### config.mk
export PLATFORM = sky130hd
export DESIGN_NAME = battery_cell_count_estimator
export DESIGN_NICKNAME = d
export VERILOG_FILES = /design/src/hdl/bcce_pkg.sv /design/src/hdl/bcce_cell_div.sv /design/src/hdl/battery_cell_count_estimator.sv
export SDC_FILE = /design/constraint.sdc
export NUM_CORES = 2
export LEC_CHECK = 0
export BUFFER_PORTS_ARGS = -buffer_cell sky130_fd_sc_hd__buf_2
export CORE_ASPECT_RATIO = 1.2
export CORE_MARGIN = 2
export CORE_UTILIZATION = 54
export DETAILED_ROUTE_END_ITERATION = 7
export PLACE_DENSITY = 0.82
export SYNTH_ARGS = -nofsm -noshare
export SYNTH_HDL_FRONTEND = slang
export SYNTH_SLANG_ARGS = --single-unit
export TNS_END_PERCENT = 20
### constraint.sdc
create_clock -name clk_i -period 11.65 [get_ports clk_i]
set_clock_uncertainty 0.2 [all_clocks]
set_input_delay 1.7475 -clock clk_i [delete_from_list [all_inputs] [get_ports clk_i]]
set_output_delay 1.7475 -clock clk_i [all_outputs]
set_load 0.05 [all_outputs]
### src/hdl/bcce_pkg.sv
// ----------------------------------------------------------------------------
// bcce_pkg
// Shared widths, chemistry codes, register indexes and constant tables of the
// battery cell count estimator.
// ----------------------------------------------------------------------------
package bcce_pkg;

  // Pack voltage width in bits.
  localparam int MV_BITS = 16;

  localparam int MODE_W     = 3;
  localparam int LIM_W      = 4;
  localparam int CFG_IDX_W  = 2;
  localparam int CFG_DATA_W = 4;
  localparam int CNT_W      = 5;
  localparam int CELL_MV_W  = 16;
  localparam int CNT_MAX     = 31;
  localparam int CELL_MV_MAX = 65535;

  // Per-cell limit constants are all below 8192 mV.
  localparam int CV_W = 13;
  // Reciprocal shift for the chemistry limit divides.
  localparam int CK   = MV_BITS + 2;
  localparam int CR_W = CK - 11;
  localparam int CX_W = MV_BITS + 1;
  localparam int CQ_W = MV_BITS - 9;
  localparam int CF_W = CQ_W + 1;
  localparam int CP_W = CK + CQ_W;
  localparam int CM_W = CQ_W + CV_W;

  // Per-cell voltage divider widths.
  localparam int DR_W = MV_BITS + 1;
  localparam int DP_W = 2 * MV_BITS + 1;
  localparam int DM_W = MV_BITS + CNT_W;

  localparam int NUM_STAGES = 7;
  localparam int DIV_STAGES = 3;

  typedef enum logic [MODE_W-1:0] {
    CHEM_NONE,
    CHEM_LIPO,
    CHEM_LIPO_SAFE,
    CHEM_LIHV,
    CHEM_LIHV_SAFE,
    CHEM_LIFE,
    CHEM_LIFE_SAFE,
    CHEM_INVALID
  } chem_mode_e;

  typedef enum logic [CFG_IDX_W-1:0] {
    REG_CHEM_MODE,
    REG_LIPO_MAX,
    REG_LIHV_MAX,
    REG_LIFE_MAX
  } cfg_reg_e;

  typedef logic [CV_W-1:0] cell_v_t;
  typedef logic [CR_W-1:0] c_recip_t;
  typedef logic [DR_W-1:0] d_recip_t;

  localparam cell_v_t CELL_MIN_MV [8] = '{
    cell_v_t'(0), cell_v_t'(3100), cell_v_t'(3300), cell_v_t'(3100),
    cell_v_t'(3300), cell_v_t'(2500), cell_v_t'(2750), cell_v_t'(0)
  };

  localparam cell_v_t CELL_MAX_MV [8] = '{
    cell_v_t'(0), cell_v_t'(4200), cell_v_t'(4200), cell_v_t'(4350),
    cell_v_t'(4350), cell_v_t'(3650), cell_v_t'(3650), cell_v_t'(0)
  };

  // Truncated reciprocals; the quotient estimate is low by at most one.
  localparam c_recip_t RECIP_MIN [8] = '{
    c_recip_t'(0), c_recip_t'((2**CK) / 3100), c_recip_t'((2**CK) / 3300),
    c_recip_t'((2**CK) / 3100), c_recip_t'((2**CK) / 3300),
    c_recip_t'((2**CK) / 2500), c_recip_t'((2**CK) / 2750), c_recip_t'(0)
  };

  localparam c_recip_t RECIP_MAX [8] = '{
    c_recip_t'(0), c_recip_t'((2**CK) / 4200), c_recip_t'((2**CK) / 4200),
    c_recip_t'((2**CK) / 4350), c_recip_t'((2**CK) / 4350),
    c_recip_t'((2**CK) / 3650), c_recip_t'((2**CK) / 3650), c_recip_t'(0)
  };

  localparam d_recip_t CNT_RECIP [32] = '{
    d_recip_t'(0),                    d_recip_t'((2**MV_BITS) / 1),
    d_recip_t'((2**MV_BITS) / 2),     d_recip_t'((2**MV_BITS) / 3),
    d_recip_t'((2**MV_BITS) / 4),     d_recip_t'((2**MV_BITS) / 5),
    d_recip_t'((2**MV_BITS) / 6),     d_recip_t'((2**MV_BITS) / 7),
    d_recip_t'((2**MV_BITS) / 8),     d_recip_t'((2**MV_BITS) / 9),
    d_recip_t'((2**MV_BITS) / 10),    d_recip_t'((2**MV_BITS) / 11),
    d_recip_t'((2**MV_BITS) / 12),    d_recip_t'((2**MV_BITS) / 13),
    d_recip_t'((2**MV_BITS) / 14),    d_recip_t'((2**MV_BITS) / 15),
    d_recip_t'((2**MV_BITS) / 16),    d_recip_t'((2**MV_BITS) / 17),
    d_recip_t'((2**MV_BITS) / 18),    d_recip_t'((2**MV_BITS) / 19),
    d_recip_t'((2**MV_BITS) / 20),    d_recip_t'((2**MV_BITS) / 21),
    d_recip_t'((2**MV_BITS) / 22),    d_recip_t'((2**MV_BITS) / 23),
    d_recip_t'((2**MV_BITS) / 24),    d_recip_t'((2**MV_BITS) / 25),
    d_recip_t'((2**MV_BITS) / 26),    d_recip_t'((2**MV_BITS) / 27),
    d_recip_t'((2**MV_BITS) / 28),    d_recip_t'((2**MV_BITS) / 29),
    d_recip_t'((2**MV_BITS) / 30),    d_recip_t'((2**MV_BITS) / 31)
  };

endpackage

### src/hdl/bcce_cell_div.sv
// ----------------------------------------------------------------------------
// bcce_cell_div
// Three-stage divider of the pack voltage by a cell count of up to 31:
// reciprocal multiply, back-multiply, then a one-step correction.
// ----------------------------------------------------------------------------
module bcce_cell_div (
  input  logic                                    clk_i,
  input  logic [bcce_pkg::DIV_STAGES-1:0]         en_i,
  input  logic [bcce_pkg::MV_BITS-1:0]            mv_i,
  input  logic [bcce_pkg::CNT_W-1:0]              cnt_i,
  output logic [bcce_pkg::CELL_MV_W-1:0]          cell_mv_o
);

  logic [bcce_pkg::DP_W-1:0]      prod_q;
  logic [bcce_pkg::MV_BITS-1:0]   mv0_q, mv1_q;
  logic [bcce_pkg::CNT_W-1:0]     cnt0_q, cnt1_q;
  logic [bcce_pkg::MV_BITS-1:0]   qe_d, qe1_q;
  logic [bcce_pkg::DM_W-1:0]      back1_q;
  logic [bcce_pkg::MV_BITS-1:0]   rem_d, quo_d;
  logic [bcce_pkg::CELL_MV_W-1:0] cell_mv_d, cell_mv_q;

  assign qe_d = prod_q[bcce_pkg::MV_BITS +: bcce_pkg::MV_BITS];

  always_comb begin
    rem_d = mv1_q - bcce_pkg::MV_BITS'(back1_q);
    quo_d = qe1_q + bcce_pkg::MV_BITS'(rem_d >= bcce_pkg::MV_BITS'(cnt1_q));
    if (32'(quo_d) > 32'(bcce_pkg::CELL_MV_MAX)) begin
      cell_mv_d = bcce_pkg::CELL_MV_W'(bcce_pkg::CELL_MV_MAX);
    end else begin
      cell_mv_d = bcce_pkg::CELL_MV_W'(quo_d);
    end
  end

  always_ff @(posedge clk_i) begin
    if (en_i[0]) begin
      prod_q <= bcce_pkg::DP_W'(mv_i) * bcce_pkg::DP_W'(bcce_pkg::CNT_RECIP[cnt_i]);
      mv0_q  <= mv_i;
      cnt0_q <= cnt_i;
    end
    if (en_i[1]) begin
      back1_q <= bcce_pkg::DM_W'(qe_d) * bcce_pkg::DM_W'(cnt0_q);
      qe1_q   <= qe_d;
      mv1_q   <= mv0_q;
      cnt1_q  <= cnt0_q;
    end
    if (en_i[2]) begin
      cell_mv_q <= cell_mv_d;
    end
  end

  assign cell_mv_o = cell_mv_q;

endmodule

### src/hdl/battery_cell_count_estimator.sv
// ----------------------------------------------------------------------------
// battery_cell_count_estimator
// Estimates the series cell count of a pack from its voltage and the chosen
// chemistry, with the per-cell voltage for each estimate.
// ----------------------------------------------------------------------------
// The block takes one pack voltage per cycle while the output side is not
// stalled and returns one result per input transfer. Four stages divide the
// voltage by the chemistry's per-cell limits (input register, reciprocal
// multiply, back-multiply, then correction with count clamping) and three
// more divide the voltage by each chosen count. Every stage holds its item
// only while the stage after it is full and stalled, so bubbles close up.
// Configuration registers are written directly and must only change while no
// transfer is in flight.
module battery_cell_count_estimator (
  input  logic                                 clk_i,
  input  logic                                 rst_ni,
  input  logic                                 cfg_we_i,
  input  logic [bcce_pkg::CFG_IDX_W-1:0]       cfg_idx_i,
  input  logic [bcce_pkg::CFG_DATA_W-1:0]      cfg_wdata_i,
  input  logic                                 in_valid_i,
  output logic                                 in_ready_o,
  input  logic [bcce_pkg::MV_BITS-1:0]         pack_millivolts_i,
  output logic                                 out_valid_o,
  input  logic                                 out_ready_i,
  output logic                                 valid_res_o,
  output logic [bcce_pkg::CNT_W-1:0]           optimistic_cells_o,
  output logic [bcce_pkg::CNT_W-1:0]           pessimistic_cells_o,
  output logic [bcce_pkg::CELL_MV_W-1:0]       optimistic_cell_mv_o,
  output logic [bcce_pkg::CELL_MV_W-1:0]       pessimistic_cell_mv_o
);

  localparam int NS = bcce_pkg::NUM_STAGES;
  localparam int ND = bcce_pkg::DIV_STAGES;

  // Configuration registers.
  bcce_pkg::chem_mode_e           mode_q;
  logic [bcce_pkg::LIM_W-1:0]     lipo_max_q, lihv_max_q, life_max_q;

  always_ff @(posedge clk_i or negedge rst_ni) begin
    if (!rst_ni) begin
      mode_q     <= bcce_pkg::CHEM_NONE;
      lipo_max_q <= bcce_pkg::LIM_W'(6);
      lihv_max_q <= bcce_pkg::LIM_W'(6);
      life_max_q <= bcce_pkg::LIM_W'(6);
    end else if (cfg_we_i) begin
      case (bcce_pkg::cfg_reg_e'(cfg_idx_i))
        bcce_pkg::REG_CHEM_MODE: begin
          mode_q <= bcce_pkg::chem_mode_e'(cfg_wdata_i[bcce_pkg::MODE_W-1:0]);
        end
        bcce_pkg::REG_LIPO_MAX: begin
          lipo_max_q <= cfg_wdata_i[bcce_pkg::LIM_W-1:0];
        end
        bcce_pkg::REG_LIHV_MAX: begin
          lihv_max_q <= cfg_wdata_i[bcce_pkg::LIM_W-1:0];
        end
        bcce_pkg::REG_LIFE_MAX: begin
          life_max_q <= cfg_wdata_i[bcce_pkg::LIM_W-1:0];
        end
        default: begin
        end
      endcase
    end
  end

  // Stage occupancy and per-stage advance. A stage loads when it is empty or
  // when the stage after it loads.
  logic [NS-1:0] v_q;
  logic [NS:0]   en;

  always_comb begin
    en[NS] = out_ready_i;
    for (int k = NS - 1; k >= 0; k--) begin
      en[k] = !v_q[k] || en[k+1];
    end
  end

  always_ff @(posedge clk_i or negedge rst_ni) begin
    if (!rst_ni) begin
      v_q <= '0;
    end else begin
      if (en[0]) begin
        v_q[0] <= in_valid_i;
      end
      for (int k = 1; k < NS; k++) begin
        if (en[k]) begin
          v_q[k] <= v_q[k-1];
        end
      end
    end
  end

  assign in_ready_o  = en[0];
  assign out_valid_o = v_q[NS-1];

  // Stage 0: register the sample with its mode, limit and rounding offset.
  logic [bcce_pkg::LIM_W-1:0]   lim_d;
  logic                         bad_d;
  logic [bcce_pkg::CX_W-1:0]    xmax_d;

  always_comb begin
    case (mode_q)
      bcce_pkg::CHEM_LIPO, bcce_pkg::CHEM_LIPO_SAFE: lim_d = lipo_max_q;
      bcce_pkg::CHEM_LIHV, bcce_pkg::CHEM_LIHV_SAFE: lim_d = lihv_max_q;
      default:                                       lim_d = life_max_q;
    endcase
    bad_d  = (pack_millivolts_i == '0) || (mode_q == bcce_pkg::CHEM_NONE) ||
             (mode_q == bcce_pkg::CHEM_INVALID);
    // Adding max - 1 turns the floor divide into a ceiling divide.
    xmax_d = bcce_pkg::CX_W'(pack_millivolts_i) +
             bcce_pkg::CX_W'(bcce_pkg::CELL_MAX_MV[mode_q]) - bcce_pkg::CX_W'(1);
  end

  logic [bcce_pkg::MV_BITS-1:0] mv0_q, mv1_q, mv2_q, mv3_q;
  logic [bcce_pkg::CX_W-1:0]    xmax0_q, xmax1_q, xmax2_q;
  bcce_pkg::chem_mode_e         mode0_q, mode1_q, mode2_q;
  logic [bcce_pkg::LIM_W-1:0]   lim0_q, lim1_q, lim2_q;
  logic                         bad0_q, bad1_q, bad2_q, bad3_q;

  logic [bcce_pkg::CP_W-1:0]    pmin1_q, pmax1_q;
  logic [bcce_pkg::CQ_W-1:0]    qmin_d, qmax_d, qmin2_q, qmax2_q;
  logic [bcce_pkg::CM_W-1:0]    mmin2_q, mmax2_q;

  assign qmin_d = pmin1_q[bcce_pkg::CK +: bcce_pkg::CQ_W];
  assign qmax_d = pmax1_q[bcce_pkg::CK +: bcce_pkg::CQ_W];

  // Stage 3: correct both quotients and apply the fit and clamp rules.
  logic [bcce_pkg::CX_W-1:0]    rmin_d, rmax_d;
  logic [bcce_pkg::CF_W-1:0]    pes_raw_d, opt_raw_d, pes_f_d, opt_f_d, lim_f_d;
  logic [bcce_pkg::CNT_W-1:0]   opt_d, pes_d;

  always_comb begin
    rmin_d    = bcce_pkg::CX_W'(mv2_q) - bcce_pkg::CX_W'(mmin2_q);
    rmax_d    = xmax2_q - bcce_pkg::CX_W'(mmax2_q);
    pes_raw_d = bcce_pkg::CF_W'(qmin2_q) + bcce_pkg::CF_W'(
                rmin_d >= bcce_pkg::CX_W'(bcce_pkg::CELL_MIN_MV[mode2_q]));
    opt_raw_d = bcce_pkg::CF_W'(qmax2_q) + bcce_pkg::CF_W'(
                rmax_d >= bcce_pkg::CX_W'(bcce_pkg::CELL_MAX_MV[mode2_q]));
    lim_f_d   = bcce_pkg::CF_W'(lim2_q);
    pes_f_d   = pes_raw_d;
    opt_f_d   = opt_raw_d;
    // No count keeps every cell inside its range, or the optimistic count is above
    // the limit: report one above the unclamped pessimistic count for both.
    if ((opt_raw_d > lim_f_d) || (opt_raw_d > pes_raw_d)) begin
      pes_f_d = pes_raw_d + bcce_pkg::CF_W'(1);
      opt_f_d = pes_raw_d + bcce_pkg::CF_W'(1);
    end else if (pes_raw_d > lim_f_d) begin
      pes_f_d = lim_f_d;
    end
    if (32'(opt_f_d) > 32'(bcce_pkg::CNT_MAX)) begin
      opt_d = bcce_pkg::CNT_W'(bcce_pkg::CNT_MAX);
    end else begin
      opt_d = bcce_pkg::CNT_W'(opt_f_d);
    end
    if (32'(pes_f_d) > 32'(bcce_pkg::CNT_MAX)) begin
      pes_d = bcce_pkg::CNT_W'(bcce_pkg::CNT_MAX);
    end else begin
      pes_d = bcce_pkg::CNT_W'(pes_f_d);
    end
  end

  logic [bcce_pkg::CNT_W-1:0]   opt3_q, pes3_q;
  logic [bcce_pkg::CNT_W-1:0]   opt_pipe_q [ND];
  logic [bcce_pkg::CNT_W-1:0]   pes_pipe_q [ND];
  logic                         bad_pipe_q [ND];

  always_ff @(posedge clk_i) begin
    if (en[0]) begin
      mv0_q   <= pack_millivolts_i;
      xmax0_q <= xmax_d;
      mode0_q <= mode_q;
      lim0_q  <= lim_d;
      bad0_q  <= bad_d;
    end
    if (en[1]) begin
      pmin1_q <= bcce_pkg::CP_W'(mv0_q) *
                 bcce_pkg::CP_W'(bcce_pkg::RECIP_MIN[mode0_q]);
      pmax1_q <= bcce_pkg::CP_W'(xmax0_q) *
                 bcce_pkg::CP_W'(bcce_pkg::RECIP_MAX[mode0_q]);
      mv1_q   <= mv0_q;
      xmax1_q <= xmax0_q;
      mode1_q <= mode0_q;
      lim1_q  <= lim0_q;
      bad1_q  <= bad0_q;
    end
    if (en[2]) begin
      mmin2_q <= bcce_pkg::CM_W'(qmin_d) *
                 bcce_pkg::CM_W'(bcce_pkg::CELL_MIN_MV[mode1_q]);
      mmax2_q <= bcce_pkg::CM_W'(qmax_d) *
                 bcce_pkg::CM_W'(bcce_pkg::CELL_MAX_MV[mode1_q]);
      qmin2_q <= qmin_d;
      qmax2_q <= qmax_d;
      mv2_q   <= mv1_q;
      xmax2_q <= xmax1_q;
      mode2_q <= mode1_q;
      lim2_q  <= lim1_q;
      bad2_q  <= bad1_q;
    end
    if (en[3]) begin
      opt3_q <= opt_d;
      pes3_q <= pes_d;
      mv3_q  <= mv2_q;
      bad3_q <= bad2_q;
    end
    if (en[4]) begin
      opt_pipe_q[0] <= opt3_q;
      pes_pipe_q[0] <= pes3_q;
      bad_pipe_q[0] <= bad3_q;
    end
    for (int k = 1; k < ND; k++) begin
      if (en[4+k]) begin
        opt_pipe_q[k] <= opt_pipe_q[k-1];
        pes_pipe_q[k] <= pes_pipe_q[k-1];
        bad_pipe_q[k] <= bad_pipe_q[k-1];
      end
    end
  end

  // Stages 4 to 6: per-cell voltage for each count.
  logic [bcce_pkg::CELL_MV_W-1:0] opt_mv, pes_mv;

  bcce_cell_div u_opt_div (
    .clk_i     (clk_i),
    .en_i      (en[NS-1:NS-ND]),
    .mv_i      (mv3_q),
    .cnt_i     (opt3_q),
    .cell_mv_o (opt_mv)
  );

  bcce_cell_div u_pes_div (
    .clk_i     (clk_i),
    .en_i      (en[NS-1:NS-ND]),
    .mv_i      (mv3_q),
    .cnt_i     (pes3_q),
    .cell_mv_o (pes_mv)
  );

  // Zero voltage or an unusable mode reports an empty estimate.
  assign valid_res_o           = !bad_pipe_q[ND-1];
  assign optimistic_cells_o    = bad_pipe_q[ND-1] ? '0 : opt_pipe_q[ND-1];
  assign pessimistic_cells_o   = bad_pipe_q[ND-1] ? '0 : pes_pipe_q[ND-1];
  assign optimistic_cell_mv_o  = bad_pipe_q[ND-1] ? '0 : opt_mv;
  assign pessimistic_cell_mv_o = bad_pipe_q[ND-1] ? '0 : pes_mv;

endmodule
==> impl_metrics.json <==
{
  "startpoint_type": "flip-flop",
  "path_class": "flip-flop to flip-flop",
  "clock_latency_ns": 0.63,
  "finalNonFillerCells": 6332,
  "grt_overflow_total": 0,
  "tritoncts": "done",
  "outcome": "finished, final reports clean",
  "final.setup.tns_ns": 0,
  "synthesis.area_per_instance_sq_um": 9.98,
  "post-synth-top-area-fraction_pct": 27.5,
  "holdCritPathClass": "flip-flop to flip-flop",
  "grt_first_pass_wirelength_microns": 186000,
  "final_nets": 6305,
  "final_cycle_utilization_of_the_critical_path_pct": 75.4,
  "maxCapViolations": 0,
  "first_global_vias": 37628,
  "yosysUniqueCellTypes": 82,
  "synth_edf_count": 397,
  "dr.first_iter.drc_count": 2436,
  "worst_setup_path_startpoint": "pes3_q[2]$_SDFFCE_PN1P_",
  "via_count": 35341,
  "clock-sinks": 419,
  "die_area_sq_mm": 0.0952,
  "synthDominantAreaCellType": "fa_1",
  "die_height_microns": 338,
  "synth.top_cells.by_area": "fa_1 (27%), edfxtp_1 (24%), ha_1 (13%), inv_1 (7.5%), nand2_1 (4.8%)",
  "fillers": 7411,
  "areaGrowthSynthToFinish_pct": 7.17,
  "critical_path.n_buffers_inverters": 6,
  "grt_max_degree": 86,
  "dpl.cell_count": 6243,
  "r2r_slack_ns": 2.87,
  "wirelength_microns": 112000,
  "dieWidth_microns": 282,
  "num_io_pins": 72,
  "drcViolationCount": 0,
  "hold_viol": 0,
  "worst_slew_pin_slew_ns": 1.28,
  "finalSetupViolCount": 0,
  "postSynthNetCount": 6274,
  "endpoint": "u_pes_div.prod_q[25]$_DFFE_PP_",
  "post_synth_instance_area_sq_mm": 0.0501,
  "whs_ns": 0.210,
  "async_flop_share_pct": 5.25,
  "cts_hold_repair.buffers": 0,
  "place_hpwl_microns": 85600,
  "relative_slew_slack_pct": 14.5,
  "setup_slack_ns": 2.87,
  "postSynth.topFlopCell": "edfxtp_1",
  "grt_antenna_before_repair": 2,
  "cts_inserted_buffers": 48,
  "ctsResizeCount": 0,
  "critical_path.top_delay_family": "adder cells",
  "worstSetupPathDepth": 25,
  "worst-endpoint-arrival_ns": 8.96,
  "port-buffer-count": 71,
  "detail_route.wl_per_cell_microns": 17.7,
  "drt_first_pass_iters": 6,
  "synth_warnings": 0,
  "post-route-min-period_ns": 8.78,
  "timing.rr.start": "pes3_q[2]$_SDFFCE_PN1P_",
  "timing.critical_path.fanout_max": 32,
  "post_cts_buffers": 0,
  "core_area_sq_mm": 0.0920,
  "crit_top_cell": "fa_1",
  "worst-r2r-cell-count": 25,
  "synthesis.instances": 5022,
  "starting_utilization_of_the_core_area_pct": 54.4,
  "worst_r2r_endpoint": "u_pes_div.prod_q[25]$_DFFE_PP_",
  "max_stage_delay_ns": 0.97,
  "vias_per_cell": 5.58,
  "gp_congestion": 0.910,
  "rsz_0062_raised_after_global_routing": "false",
  "postSynthRegisterBits": 419,
  "clk_root_buffer_cell": "clkbuf_16",
  "ant_nets": 0,
  "clk_pin_slew_ns": 0.06,
  "global_route.usage.total_pct": 24.5,
  "timing.critical_path.required_ns": 11.82,
  "slew_violations": 0,
  "yosysSeqAreaShare_pct": 24.9,
  "htreeDepth": 2,
  "place_ws_ns": 2.95,
  "fp-row-count": 122,
  "clockBufferDepth": 3,
  "critPathSlowestCell": "edfxtp_1",
  "endpoint_kind": "flip-flop",
  "achievable-frequency_mhz": 114,
  "final_layout_size_suffix_gt1_share_pct": 5.17
}
cell usage in the layout (no fill, tap or decap), types with 39 or more instances in the layout:
cell type | netlist | routed
xor2_1 | 52 | 52
nand2_1 | 644 | 642
and3_1 | 64 | 64
and2_1 | 361 | 361
clkbuf_16 | 0 | 48
edfxtp_1 | 397 | 397
ha_1 | 538 | 538
nor2b_1 | 76 | 76
buf_2 | 3 | 71
nand3_1 | 55 | 53
fa_1 | 687 | 687
xnor2_1 | 152 | 152
buf_4 | 0 | 51
inv_1 | 999 | 998
a21o_1 | 56 | 56
a21oi_1 | 141 | 139
nor3_1 | 39 | 39
nor2_1 | 136 | 135
o21ai_0 | 93 | 93
registers in the layout, summed over array words and instances, names as in the netlist, 15 cells and up:
register / cells
u_pes_div.cell_mv_o: 16
mmax2_q: 16
xmax1_q: 17
xmax2_q: 17
u_opt_div.mv1_q: 16
u_pes_div.mv0_q: 16
mv0_q: 16
u_pes_div.prod_q: 16
u_opt_div.back1_q: 16
u_pes_div.back1_q: 16
opt_pipe_q: 15
mv2_q: 16
xmax0_q: 17
u_opt_div.qe1_q: 16
mmin2_q: 16
u_pes_div.qe1_q: 16
mv3_q: 16
u_opt_div.cell_mv_o: 16
u_opt_div.prod_q: 16
mv1_q: 16
cells in the mapped netlist, types with 8 or more instances:
library cell	instances
a31oi_1	16
a211oi_1	17
xor2_1	52
or2_2	10
o211ai_1	22
nor3_1	39
mux2i_1	13
ha_1	538
nor4_1	10
o21a_1	36
nand4_1	24
nand2b_1	23
a21boi_0	10
nand3_1	55
a221oi_1	8
fa_1	687
a21oi_1	141
and3_1	64
xnor2_1	152
or3_1	10
a21o_1	56
nor2_1	136
o21bai_1	19
dfrtp_1	16
and2_1	361
inv_1	999
nand3b_1	10
edfxtp_1	397
a22oi_1	8
nor2b_1	76
clkbuf_1	128
mux2_2	20
o21ai_0	93
nand2_1	644
cell families (layout without fill, tap and decap cells):
group | Yosys count | after routing | share of synthesized area [%]
AOI/OAI and AO/OA | 519 | 519 | 6.87
xor gates and xnor gates | 204 | 204 | 3.57
adders and majority gates | 1225 | 1225 | 40.9
buffers and inverters | 1141 | 1210 | 8.58
DFF | 419 | 419 | 24.9
muxes | 33 | 33 | 0.709
other | 0 | 1 | 0
and+or+nand+nor | 1481 | 1481 | 14.5
worst min-delay path by stage:
| stage | end | cells after the start | from |
|---|---|---|---|
| 6_report | u_opt_div.mv1_q[10]$_DFFE_PP_ | 0 | u_pes_div.mv0_q[10]$_DFFE_PP_ |
| 5_1_grt | u_opt_div.mv1_q[3]$_DFFE_PP_ | 0 | u_pes_div.mv0_q[3]$_DFFE_PP_ |
| 4_1_cts | u_opt_div.mv1_q[3]$_DFFE_PP_ | 0 | u_pes_div.mv0_q[3]$_DFFE_PP_ |
| 3_5_place_dp | lim2_q[2]$_DFFE_PP_ | 0 | lim1_q[2]$_DFFE_PP_ |
| 3_3_place_gp | xmax2_q[10]$_DFFE_PP_ | 0 | xmax1_q[10]$_DFFE_PP_ |
| 2_1_floorplan | bad1_q$_DFFE_PP_ | 0 | bad0_q$_DFFE_PP_ |
final cells by class:
class                           count  area, sq um  area share [%]
Sequential cell                   419        12500            23.2
Antenna cell                        1         2.50         0.00466
Clock inverter                     34          538            1.00
Timing Repair Buffer              122          738            1.37
Inverter                         1000         3750            6.99
Tap cell                         1240         1550            2.89
Clock buffer                       54         1220            2.28
Multi-Input combinational cell   3462        33400            62.2
stage by stage:
| stage | util (%) | instance area (sq um) |
|---|---|---|
| after CTS | 58.3 | 53700 |
| after global routing | 58.3 | 53700 |
| after floorplan | - | 50100 |
| after detailed placement | 56.4 | 51900 |
| after global placement | 56.4 | 51900 |
| final | 58.3 | 53700 |
worst reg2reg max path, delay by kind of cell, from the launching register on:
| family | cells | cell delay, ns |
|---|---|---|
| simple gates | 4 | 0.85 |
| xor+xnor | 1 | 0.12 |
| flops | 1 | 0.97 |
| buf+inv | 6 | 0.75 |
| compound gates | 7 | 2.39 |
| fa+ha+maj | 7 | 3.31 |
layer usage:
metal / share of wire, % / track usage (%) / up-vias / wire (microns)
li1: - / - / 16087 / -
met1: 37 / 28.1 / 17562 / 41400
met2: 51 / 44.2 / 1309 / 57500
met3: 6.4 / 3.39 / 383 / 7240
met4: 5.5 / 12.5 / 0 / 6150
met5: 0 / 0 / - / 0
Power is not shown: default switching activity piles up to over one toggle a cycle in this logic, so the estimate is an artifact.
